<file path="config.mk">
export PLATFORM = sky130hd
export DESIGN_NAME = bmp_framebuffer_blitter_core
export DESIGN_NICKNAME = d
export VERILOG_FILES = /design/src/bfb_pkg.sv /design/src/bfb_cfg_regs.sv /design/src/bfb_pos_track.sv /design/src/bfb_layout_map.sv /design/src/bmp_framebuffer_blitter_core.sv
export SDC_FILE = /design/constraint.sdc
export NUM_CORES = 1
export LEC_CHECK = 0
export BUFFER_PORTS_ARGS = -buffer_cell sky130_fd_sc_hd__buf_4
export CAP_MARGIN = 20
export CORE_UTILIZATION = 45
export CTS_CLUSTER_SIZE = 10
export DETAILED_ROUTE_END_ITERATION = 8
export GPL_ROUTABILITY_DRIVEN = 0
export PLACE_DENSITY = 0.68
export SLEW_MARGIN = 20
export SYNTH_ARGS = -nofsm -noshare
export SYNTH_HDL_FRONTEND = slang
export SYNTH_SLANG_ARGS = --single-unit
</file>
<file path="constraint.sdc">
create_clock -name clk -period 9.2 [get_ports clk]
set_input_delay 1.38 -clock clk [delete_from_list [all_inputs] [get_ports clk]]
set_output_delay 1.38 -clock clk [all_outputs]
set_load 0.005 [all_outputs]
</file>
<file path="src/bfb_pkg.sv">
// shared types and constants for the bmp framebuffer blitter
package bfb_pkg;

	localparam int unsigned FB_WIDTH  = 800;
	localparam int unsigned FB_HEIGHT = 480;

	localparam int unsigned WIDTH_W  = 10;
	localparam int unsigned HEIGHT_W = 9;
	localparam int unsigned ADDR_W   = 19;
	localparam int unsigned COLOR_W  = 24;
	localparam int unsigned CFG_IDX_W  = 3;
	localparam int unsigned CFG_DATA_W = 10;

	localparam logic [CFG_IDX_W-1:0] REG_IMAGE_WIDTH  = 3'd0;
	localparam logic [CFG_IDX_W-1:0] REG_IMAGE_HEIGHT = 3'd1;
	localparam logic [CFG_IDX_W-1:0] REG_ORIGIN_X     = 3'd2;
	localparam logic [CFG_IDX_W-1:0] REG_ORIGIN_Y     = 3'd3;
	localparam logic [CFG_IDX_W-1:0] REG_LAYOUT_MODE  = 3'd4;

	typedef enum logic [1:0] {
		LAYOUT_PLAIN = 2'd0,
		LAYOUT_MID   = 2'd1,
		LAYOUT_LEFT  = 2'd2,
		LAYOUT_RIGHT = 2'd3
	} layout_t;

	// image size already forced to at least one
	typedef struct packed {
		logic [WIDTH_W-1:0]  width;
		logic [HEIGHT_W-1:0] height;
		logic [WIDTH_W-1:0]  origin_x;
		logic [HEIGHT_W-1:0] origin_y;
		layout_t             mode;
	} cfg_t;

	typedef struct packed {
		logic [WIDTH_W-1:0]  column;
		logic [HEIGHT_W-1:0] file_row;
	} pos_t;

endpackage

</file>
<file path="src/bfb_cfg_regs.sv">
// configuration register file of the blitter
module bfb_cfg_regs (
	input  logic                           clk,
	input  logic                           arst_n,
	input  logic                           wr_en,
	input  logic [bfb_pkg::CFG_IDX_W-1:0]  wr_index,
	input  logic [bfb_pkg::CFG_DATA_W-1:0] wr_data,
	output bfb_pkg::cfg_t                  cfg
);
	import bfb_pkg::*;

	logic [WIDTH_W-1:0]  width_q;
	logic [HEIGHT_W-1:0] height_q;
	logic [WIDTH_W-1:0]  origin_x_q;
	logic [HEIGHT_W-1:0] origin_y_q;
	layout_t             mode_q;

	always_ff @(posedge clk or negedge arst_n) begin
		if (!arst_n) begin
			width_q    <= WIDTH_W'(FB_WIDTH);
			height_q   <= HEIGHT_W'(FB_HEIGHT);
			origin_x_q <= '0;
			origin_y_q <= '0;
			mode_q     <= LAYOUT_PLAIN;
		end else if (wr_en) begin
			case (wr_index)
				REG_IMAGE_WIDTH:  width_q    <= wr_data[WIDTH_W-1:0];
				REG_IMAGE_HEIGHT: height_q   <= wr_data[HEIGHT_W-1:0];
				REG_ORIGIN_X:     origin_x_q <= wr_data[WIDTH_W-1:0];
				REG_ORIGIN_Y:     origin_y_q <= wr_data[HEIGHT_W-1:0];
				REG_LAYOUT_MODE:  mode_q     <= layout_t'(wr_data[1:0]);
				default: begin
				end
			endcase
		end
	end

	// a zero size behaves as one
	always_comb begin
		cfg.width    = (width_q == '0) ? WIDTH_W'(1) : width_q;
		cfg.height   = (height_q == '0) ? HEIGHT_W'(1) : height_q;
		cfg.origin_x = origin_x_q;
		cfg.origin_y = origin_y_q;
		cfg.mode     = mode_q;
	end

endmodule

</file>
<file path="src/bfb_pos_track.sv">
// column and file row counters of the incoming bitmap
module bfb_pos_track (
	input  logic          clk,
	input  logic          arst_n,
	input  logic          advance,
	input  bfb_pkg::cfg_t cfg,
	output bfb_pkg::pos_t pos
);
	import bfb_pkg::*;

	logic [WIDTH_W-1:0]  column_q;
	logic [HEIGHT_W-1:0] file_row_q;
	logic [WIDTH_W:0]    column_inc;
	logic [HEIGHT_W:0]   row_inc;

	assign column_inc = {1'b0, column_q} + (WIDTH_W+1)'(1);
	assign row_inc    = {1'b0, file_row_q} + (HEIGHT_W+1)'(1);

	always_ff @(posedge clk or negedge arst_n) begin
		if (!arst_n) begin
			column_q   <= '0;
			file_row_q <= '0;
		end else if (advance) begin
			if (column_inc >= {1'b0, cfg.width}) begin
				column_q <= '0;
				if (row_inc >= {1'b0, cfg.height}) begin
					file_row_q <= '0;
				end else begin
					file_row_q <= row_inc[HEIGHT_W-1:0];
				end
			end else begin
				column_q <= column_inc[WIDTH_W-1:0];
			end
		end
	end

	assign pos.column   = column_q;
	assign pos.file_row = file_row_q;

endmodule

</file>
<file path="src/bfb_layout_map.sv">
// layout selection, screen clipping and framebuffer address
module bfb_layout_map (
	input  bfb_pkg::cfg_t                cfg,
	input  bfb_pkg::pos_t                pos,
	output logic                         keep,
	output logic [bfb_pkg::ADDR_W-1:0]   address
);
	import bfb_pkg::*;

	logic                   in_image;
	logic [HEIGHT_W-1:0]    disp_row;
	logic [WIDTH_W-4:0]     eighth;
	logic [HEIGHT_W-1:0]    span;
	logic                   row_ok;
	logic [WIDTH_W-1:0]     crop_col;
	logic                   layout_keep;
	logic [WIDTH_W-1:0]     dx;
	logic [HEIGHT_W-1:0]    dy;
	logic [WIDTH_W:0]       scr_x;
	logic [HEIGHT_W:0]      scr_y;

	always_comb begin
		in_image = (pos.column < cfg.width) && (pos.file_row < cfg.height);
		disp_row = cfg.height - HEIGHT_W'(1) - pos.file_row;
		eighth   = cfg.width[WIDTH_W-1:3];
		span     = HEIGHT_W'(eighth) * HEIGHT_W'(3);
		row_ok   = !disp_row[0] && (disp_row[HEIGHT_W-1:1] < cfg.height[HEIGHT_W-1:1]);
		crop_col = pos.column - WIDTH_W'(eighth);

		layout_keep = 1'b0;
		dx = {1'b0, pos.column[WIDTH_W-1:1]};
		dy = {1'b0, disp_row[HEIGHT_W-1:1]};
		case (cfg.mode)
			LAYOUT_PLAIN: begin
				layout_keep = 1'b1;
				dx = pos.column;
				dy = disp_row;
			end
			LAYOUT_MID: begin
				layout_keep = row_ok && !pos.column[0]
					&& (pos.column[WIDTH_W-1:1] < cfg.width[WIDTH_W-1:1]);
			end
			LAYOUT_LEFT: begin
				// crop window starts one eighth of the width in
				dx = {1'b0, crop_col[WIDTH_W-1:1]};
				layout_keep = (pos.column >= WIDTH_W'(eighth)) && row_ok
					&& !crop_col[0] && (crop_col[WIDTH_W-1:1] < span);
			end
			LAYOUT_RIGHT: begin
				layout_keep = row_ok && !pos.column[0]
					&& (pos.column[WIDTH_W-1:1] < span);
			end
			default: begin
				layout_keep = 1'b0;
			end
		endcase

		scr_x = {1'b0, cfg.origin_x} + {1'b0, dx};
		scr_y = {1'b0, cfg.origin_y} + {1'b0, dy};
		keep  = in_image && layout_keep
			&& (scr_x < (WIDTH_W+1)'(FB_WIDTH)) && (scr_y < (HEIGHT_W+1)'(FB_HEIGHT));
		address = ADDR_W'(scr_y) * ADDR_W'(FB_WIDTH) + ADDR_W'(scr_x);
	end

endmodule

</file>
<file path="src/bmp_framebuffer_blitter_core.sv">
// top level of the bmp to framebuffer blitter
//
//  channel | direction | handshake          | content
//  s_*     | in        | s_tvalid/s_tready  | one bgr pixel of the bitmap per beat
//  m_*     | out       | m_tvalid/m_tready  | one framebuffer write per beat
//  cfg_*   | in        | cfg_valid/cfg_ready| register index and write data
//
// one pixel per clock sustained while m_tready does not stall; a beat goes to m_* through
// the input register, then layout/address logic into the result register
// pixels that the layout drops or that fall off screen give no output beat
// arst_n clears the counters and stage valids and sets the config registers to their defaults
// a stall on m_tready holds the result; the input register still fills behind it
module bmp_framebuffer_blitter_core (
	input  logic                           clk,
	input  logic                           arst_n,
	// bits 7:0 pixel_blue, 15:8 pixel_green, 23:16 pixel_red
	input  logic [23:0]                    s_tdata,
	input  logic                           s_tvalid,
	output logic                           s_tready,
	// bits 18:0 fb_address, 42:19 fb_color, 47:43 zero
	output logic [47:0]                    m_tdata,
	output logic                           m_tvalid,
	input  logic                           m_tready,
	input  logic                           cfg_valid,
	output logic                           cfg_ready,
	input  logic [bfb_pkg::CFG_IDX_W-1:0]  cfg_index,
	input  logic [bfb_pkg::CFG_DATA_W-1:0] cfg_data
);
	import bfb_pkg::*;

	cfg_t cfg;
	pos_t pos;

	// input register
	logic               valid_s1;
	pos_t               pos_s1;
	logic [COLOR_W-1:0] color_s1;

	// result register
	logic               valid_s2;
	logic [ADDR_W-1:0]  address_s2;
	logic [COLOR_W-1:0] color_s2;

	logic              accept;
	logic              adv_s1;
	logic              adv_s2;
	logic              keep;
	logic [ADDR_W-1:0] address;

	// result register may load when empty or being drained
	assign adv_s2   = !valid_s2 || m_tready;
	assign adv_s1   = !valid_s1 || adv_s2;
	assign s_tready = adv_s1;
	assign accept   = s_tvalid && s_tready;

	// configuration is always taken
	assign cfg_ready = 1'b1;

	bfb_cfg_regs u_cfg (
		.clk      (clk),
		.arst_n   (arst_n),
		.wr_en    (cfg_valid && cfg_ready),
		.wr_index (cfg_index),
		.wr_data  (cfg_data),
		.cfg      (cfg)
	);

	bfb_pos_track u_pos (
		.clk     (clk),
		.arst_n  (arst_n),
		.advance (accept),
		.cfg     (cfg),
		.pos     (pos)
	);

	bfb_layout_map u_map (
		.cfg     (cfg),
		.pos     (pos_s1),
		.keep    (keep),
		.address (address)
	);

	always_ff @(posedge clk or negedge arst_n) begin
		if (!arst_n) begin
			valid_s1 <= 1'b0;
		end else if (adv_s1) begin
			valid_s1 <= accept;
		end
	end

	// payload of the input register, packed red/green/blue
	always_ff @(posedge clk) begin
		if (accept) begin
			pos_s1   <= pos;
			color_s1 <= {s_tdata[23:16], s_tdata[15:8], s_tdata[7:0]};
		end
	end

	always_ff @(posedge clk or negedge arst_n) begin
		if (!arst_n) begin
			valid_s2 <= 1'b0;
		end else if (adv_s2) begin
			valid_s2 <= valid_s1 && keep;
		end
	end

	always_ff @(posedge clk) begin
		if (adv_s2 && valid_s1) begin
			address_s2 <= address;
			color_s2   <= color_s1;
		end
	end

	assign m_tvalid = valid_s2;
	assign m_tdata  = {5'b0, color_s2, address_s2};

endmodule

</file>
==> out/results.txt <==
setup TNS: 0 ns
drt pass-1 iters: 5
post-CTS setup buffer count: 0
syn avg cell area: 10.5 µm²
Antenna Cells: 0
Synth Register Bits: 147
vias in the first global route: 6,876
fmax: 0.149 GHz
H-tree levels: 4
worst hold endpoint: color_s2[1]
Worst Tran Pin Value: 0.995 ns
CP max-delay cell: dfstp_2
Slew Limit Fails: 0
HP Class: reg -> reg
clock tree buffer depth: 2
vias: 7,086
IO Count: 93
Req. time, crit path: 9.36 ns
via/cell ratio: 5.38
Post-synth top flop: edfxtp_1
Syn. warnings: 0
DRC viols: 0
Yosys cell types: 66
final wirelength: 21,800 µm
placed instance area: 10,800 µm²
CP startpoint kind: register
EDFF count, synth: 86
DIE AREA: 22,700 µm²
R2R depth: 27
final period demand of the worst path: 6.71 ns
die boundary height: 151 µm
setup violators final: 0
crit end category: register
Crit Path Max Fanout: 5
Max-slew headroom: 33.4%
Worst R2R End: address_s2[18]
GRT Overall Usage: 20.0%
r2r startpoint: u_cfg.height_q[6]
final instance area: 11,500 µm²
top cell type by total area after synthesis: edfxtp_1
Num CTS Buffers: 17
FF+latch area: 4120 µm²
hold buffers post-CTS: 0
critical path's largest stage delay: 0.55 ns
multi-input logic area: 5430 µm²
Hold Path Depth: 0
Final ANT Viol Nets: 0
fill cell count: 1,860
RSZ-0062 raised after global routing: false
antenna violations before repair: 0
Die W: 151 µm
top cell type's share of synthesized area: 26.0%
Rows: 53
count leader, synth: ha_1
share of flip-flops with an asynchronous set or reset: 41.5%
post-synthesis sequential area ratio: 41.5%
GR Overflow Total: 0
post-CTS resize count: 0
Post-Synthesis Cells: 945
layout cell share with drive strength beyond 1: 16.1%
hold_sp: color_s1[1]
Port Buffer Count: 86
Final Skew: 0.0102 ns
Synth top cells by count: ha_1 (148), nand2_1 (95), edfxtp_1 (86)
post-DR wirelength/cell: 16.5 µm
CTS tree: yes
CP arrival: 6.87 ns
CTS Sinks: 147
hpwl dp: 16,800 µm
Starting Density: 46.5%
Root Driver: clkbuf_16
Setup CP Type: reg -> reg
Worst-Skew Late Latency: 0.43 ns
largest net degree at the start of global routing: 62
register-to-register setup slack: 2.49 ns
register clock-pin slew on the reported worst setup and hold paths: 0.07 ns
top area cells in the synthesized netlist: edfxtp_1 (26%), ha_1 (19%), dfrtp_1 (14%)
status: finished clean
CP most frequent cell: ha_1
final hold violations: 0
Tcrit/Tclk final: 72.9%
Post-Syn Area: 9930 µm²
nets@finish: 1,231
first-pass GRT wire length: 34,800 µm
area of the core: 21,400 µm²
DRT iter0 DRCs: 368
Max-Cap Viols: 0
Area Growth Syn to Fin: 15.5%
-- metal layers --
layer  wire length [µm]  track usage (%)
met1              10000             26.4
met2              10000             32.7
met3               1400             4.39
met4                320             6.05
met5                  0                0
-- kinds of logic after synthesis --
kind of cell	Yosys count	synth area share, %
AO/OA/AOI/OAI	207	13.1
AND/OR/NAND/NOR	230	11.0
adder cells (fa/ha/maj)	159	20.9
buffers and inverters	103	4.12
multiplexers	28	3.09
other	2	0.0756
XOR/XNOR	69	6.27
flip-flops	147	41.5
-- worst max path at each step --
stage	startpoint	end	slack (ns)
floorplan	u_cfg.height_q[8]	address_s2[18]	3.05
global placement	u_cfg.height_q[7]	address_s2[18]	2.74
detailed placement	u_cfg.height_q[7]	address_s2[18]	2.50
CTS	u_cfg.height_q[6]	address_s2[18]	2.48
global route	u_cfg.height_q[7]	address_s2[18]	2.15
finish	u_cfg.height_q[6]	address_s2[18]	2.49
-- placed cells by master (no fill, tap or decap), types with 7 or more instances in the layout --
cell type | Yosys | final
dfstp_2 | 7 | 7
and3_1 | 7 | 7
o21ai_0 | 47 | 47
mux2i_1 | 7 | 7
inv_1 | 75 | 74
nor3_1 | 8 | 8
ha_1 | 148 | 148
nand2_1 | 95 | 95
edfxtp_1 | 86 | 86
o21bai_1 | 9 | 9
fa_1 | 11 | 11
nand3_1 | 23 | 23
o21ai_1 | 28 | 28
clkbuf_16 | 0 | 17
dfrtp_1 | 54 | 54
xor2_1 | 24 | 24
mux2_2 | 21 | 21
buf_4 | 6 | 88
nor2_1 | 40 | 40
a21oi_1 | 45 | 45
xnor2_1 | 44 | 44
a21o_1 | 19 | 19
nor2b_1 | 9 | 9
o21a_1 | 10 | 10
nand2b_1 | 15 | 15
-- flip-flops by register name, indices dropped and copies added (netlist names), 2 cells and up --
register	flops
u_cfg.width_q	10
pos_s1	19
u_pos.file_row_q	9
u_cfg.height_q	9
u_cfg.origin_y_q	9
u_cfg.mode_q	2
color_s1	24
u_cfg.origin_x_q	10
color_s2	24
u_pos.column_q	10
address_s2	19
-- worst max-delay path: cells and delay by family (launching register included) --
family	cells	cell delay [ns]
fa+ha+maj	7	2.45
compound gates	9	1.68
simple gates	5	0.86
xor+xnor	4	0.82
flops	1	0.55
buf+inv	2	0.09
-- per-stage QoR --
stage          setup WS [ns]  utilization (%)  hold slack (ns)  cells
2_1_floorplan           3.05                -            0.400    949
3_3_place_gp            2.74             50.7            0.400   1285
3_5_place_dp            2.50             50.7            0.405   1285
4_1_cts                 2.48             53.6            0.415   1317
5_1_grt                 2.15             53.7            0.423   1318
6_report                2.49             53.7            0.415   1318
-- area by class of cell --
class	count	share of cell area, %
Multi-Input combinational cell	699	47.3
Clock inverter	12	1.25
Inverter	76	2.49
Timing Repair Buffer	89	6.00
Tap cell	275	3.00
Clock buffer	20	4.07
Sequential cell	147	35.9
Power is left out: the tool's default activity adds up to more than one toggle a clock period on the data nets, which glitch-free logic cannot reach.
